**src/hw/rtl/srrip_ram.sv**
```systemverilog
// single-port ram with registered read data, used for the set rows and the counter table
// no package dependencies
`default_nettype none

module srrip_ram #(
  parameter int unsigned DATA_W = 8,
  parameter int unsigned DEPTH  = 16
) (
  input  wire logic                     clk_i,
  input  wire logic                     we_i,
  input  wire logic                     re_i,
  input  wire logic [$clog2(DEPTH)-1:0] addr_i,
  input  wire logic [DATA_W-1:0]        wdata_i,
  output      logic [DATA_W-1:0]        rdata_o
);

  logic [DATA_W-1:0] mem [DEPTH];

  always_ff @(posedge clk_i) begin
    if (we_i) begin
      mem[addr_i] <= wdata_i;
    end
    if (re_i) begin
      rdata_o <= mem[addr_i];
    end
  end

endmodule

`default_nettype wire

```
**config.mk**
```make
export PLATFORM = sky130hd
export DESIGN_NAME = srrip_ram
export DESIGN_NICKNAME = d
export VERILOG_FILES = /design/src/hw/rtl/srrip_ram.sv
export SDC_FILE = /design/constraint.sdc
export NUM_CORES = 1
export LEC_CHECK = 0
export BUFFER_PORTS_ARGS = -buffer_cell sky130_fd_sc_hd__buf_2
export CORE_ASPECT_RATIO = 1.25
export CORE_MARGIN = 4
export CORE_UTILIZATION = 65
export CTS_CLUSTER_DIAMETER = 150
export CTS_CLUSTER_SIZE = 10
export DETAILED_ROUTE_END_ITERATION = 10
export PLACE_DENSITY = 0.81
export SLEW_MARGIN = 20
export SYNTH_ARGS = -nofsm -noshare
export SYNTH_HDL_FRONTEND = slang
export SYNTH_SLANG_ARGS = --single-unit
```
**constraint.sdc**
```tcl
create_clock -name clk_i -period 2.77 [get_ports clk_i]
set_input_delay 0.277 -clock clk_i [delete_from_list [all_inputs] [get_ports clk_i]]
set_output_delay 0.277 -clock clk_i [all_outputs]
set_load 0.05 [all_outputs]
```
[After elaboration in Yosys (flattened, before gate mapping)]
Memory sizes are Yosys's and may differ from the RTL's. A register that Yosys moved wholly into a read port is not among the register bits.
Cells that the tools add are included.
Storage, ports and cells
  register bits: 0
  memory bits (writable): 128
  input bits: 15
  output and inout bits: 8
  memories: 1
Memories
  mem: words 16, width 8, rd ports 1, clocked after Yosys merged registers in 1, wr ports 1, line 17  | logic [DATA_W-1:0] mem [DEPTH];
Operators by class
  multiplexer cells: 2
Operators by type and width (number)
  $mux W1: 2

[Logic depth before layout (Yosys ltp)]
  depth after elaboration: 2
  depth in mapped cells: 5
  depth with buffers taken out: 3

[Worst setup path before layout]
OpenSTA, ideal clock, no wires.
  path kind: input -> register
  start: in addr_i[2]
  end: mem mem[0][0], enable pin
  setup time: 383 ps
  data arrival time: 1387 ps
  data required time: 2387 ps
  setup slack: 1000 ps
  stages: 2
  cells stage by stage: or3b_2 -> nor3_1
RTL lines
  start, declared: line 12  | input wire logic [$clog2(DEPTH)-1:0] addr_i,
  end, declared: line 17
Straight into the memory's write port.

==> flow_summary.yaml <==
status:
  status: "complete, no violations"
setup_path:
  cp_slowest_cell: "mux4_2"
  crit_family: "buffers and inverters"
  crit_buf_inv: 2
  rrSetupSlack_ps: 1240
  max_stage_delay_ps: 540
  crit_path_end: "rdata_o[6]"
  endpoint_kind: "flip-flop"
  r2r_end: "rdata_o[7]"
  worst-setup-path-type: "primary input to flip-flop"
  crit_cells: 5
  cp-start-kind: "primary input"
  crit_chain: "buf_2 > buf_4 > mux4_2 > a22oi_1 > nand2_1"
  crit_path_max_fanout: 21
  cp.required_ps: 3030
  r2r_cells: 3
  rr_startpoint: "mem[2][7]"
  arrival_ps: 1950
  critPathLaunch: "addr_i[0]"
synth:
  yosys_register_bits: 136
  synth_ff_type: "edfxtp_1"
  async_reset_ff_share_pct: 0
  synth_top_area_share_pct: 79.3
  synth-edff-count: 136
  synthCells: 230
  yosysSeqAreaShare_pct: 79.3
  syn_avg_cell_area_um2: 22.4
  synth_top_area_cell: "edfxtp_1"
  post_synth_num_cell_types: 17
  ys_warn_count: 0
  synth_area_mm2: 0.00515
  synth.area.top_cells: "edfxtp_1 79%, mux4_2 14%, a22oi_1 2.3%"
  syn-num-nets: 245
global_routing:
  grt_pass1_vias: 2756
  overflow: 0
  antenna_found_initial: 0
  grt_pass1_wl_um: 16300
  grt.total_usage_pct: 25.6
  grt_max_degree: 32
final_layout:
  nNetsFinal: 286
  n_fill_cell: 385
  multi_input_area_mm2: 0.00101
  mostFrequentLayoutCells: "136 x edfxtp_1, 32 x mux4_2, 22 x buf_2"
  final_util_pct: 78.3
  drive_above_1_share_pct: 34.2
  seqCellArea_mm2: 0.00408
  area_delta_synth_final_pct: 17.9
  instances_no_fill: 379
  layout_commonest_cell: "edfxtp_1"
  antenna_cells: 0
  final_cell_area_mm2: 0.00607
cts:
  cts_max_path_buffers: 2
  hold_buffers: 0
  cts_tree: "done"
  clock-sinks: 136
  clock_latency_ps: 520
  cts_resized: 0
  clkTransAtPathRegs_ps: 60
  cts_setup_buffers: 0
  cts-root-buf: "clkbuf_8"
  cts_buffers: 17
  htreeDepth: 4
placed_design:
  io_buffers: 22
  placed_cell_area_mm2: 0.00542
  place_congestion: 0.823
  dp_cells: 347
  dp_hpwl_um: 6430
sta:
  fmax_ghz: 0.591
  fin_setup_tns_ps: 0
  slew-limit-headroom_pct: 44.6
  min_period_ps: 1690
  maxSlewViolCount: 0
  holdWs_ps: 139
  setup_viol: 0
  worst_slew_pin_slew_ps: 828
  post-route-period-util_pct: 61.1
  skew_ps: 5.07
  hold_violations: 0
  rsz0062_at_grt: "false"
floorplanning:
  row_count: 36
  coreArea_mm2: 0.00775
  die_w_um: 87.6
  die-area_mm2: 0.00942
  die_h_um: 107
  io_pins: 23
  initial_utilization_pct: 66.4
power:
  p_clk_share_pct: 48.4
  max-vdd-ir-drop_uv: 731
  p_sw_share_pct: 19.4
  p_switching_mw: 0.975
  p_int_mw: 4.04
  p_leak_nw: 2.01
  pwr-share-seq_pct: 46.6
  p_comb_share_pct: 5.0
  power_density_mw_per_mm2: 826
detailed_routing:
  drtIter0Drc: 265
  via_count: 2524
  totalWireLength_um: 10400
  first_pass_iters: 4
  wl_per_cell_um: 27.5
  detail-route-antenna-nets: 0
  drt-vias-per-instance: 6.66
  drc_errors: 0
job:
  drv_cap: 0
hold_path:
  hold_class: "primary input to flip-flop"
state kept, by name, summed over array words and instances (netlist names):
| signal | count |
|---|---|
| mem | 128 |
| rdata_o | 8 |
power by group through the flow:
stage / Clock [mW] / Combinational [mW] / Sequential (mW)
2_1_floorplan: 0 / 0.119 / 2.41
3_3_place_gp: 0 / 0.242 / 2.37
3_5_place_dp: 0 / 0.250 / 2.38
4_1_cts: 2.44 / 0.253 / 2.33
5_1_grt: 2.55 / 0.269 / 2.34
6_report: 2.43 / 0.253 / 2.33
worst min-delay path by stage:
| stage | startpoint | end | slack (ps) | depth (start not counted) |
|---|---|---|---|---|
| 4_1_cts | re_i | rdata_o[2] | 120 | 1 |
| 6_report | re_i | rdata_o[1] | 140 | 1 |
| 3_3_place_gp | re_i | rdata_o[5] | 650 | 1 |
| 2_1_floorplan | wdata_i[0] | mem[0][0] | 380 | 0 |
| 3_5_place_dp | re_i | rdata_o[7] | 650 | 1 |
| 5_1_grt | re_i | rdata_o[2] | 120 | 1 |
routing by layer:
metal / up-vias / GRT usage, % / part of all wire, %
li1: 1057 / - / -
met1: 1286 / 33.6 / 35
met2: 152 / 39.7 / 51
met3: 29 / 6.97 / 9.6
met4: 0 / 13.2 / 4.3
met5: - / 0 / 0
synth_stat cells, types with 2 or more instances:
library cell,number
nand2b_1,2
nor2_1,13
mux4_2,32
nand3b_1,2
nor3_1,4
nand2_1,9
nor2b_1,2
buf_2,2
buf_6,2
clkbuf_1,2
buf_1,4
a22oi_1,16
edfxtp_1,136
logic make-up after synthesis:
logic type | Yosys count | synth area share [%]
flops | 136 | 79.3
simple gates | 35 | 3.16
mux | 32 | 14.0
compound gates | 16 | 2.33
buf+inv | 11 | 1.17
final cells by class:
| cell class | count | share of cell area, % |
|---|---|---|
| tap | 95 | 1.96 |
| multi-input combinational | 83 | 16.7 |
| sequential | 136 | 67.3 |
| clock inverter | 15 | 3.82 |
| timing repair buffer | 33 | 3.38 |
| clock buffer | 17 | 6.83 |
through the flow:
step | power (mW) | worst slack [ps]
5_1_grt | 5.16 | 940
2_1_floorplan | 2.53 | 1000
4_1_cts | 5.03 | 1080
3_3_place_gp | 2.62 | 543
6_report | 5.01 | 1080
3_5_place_dp | 2.63 | 557
(Power assumes the default switching activity.)
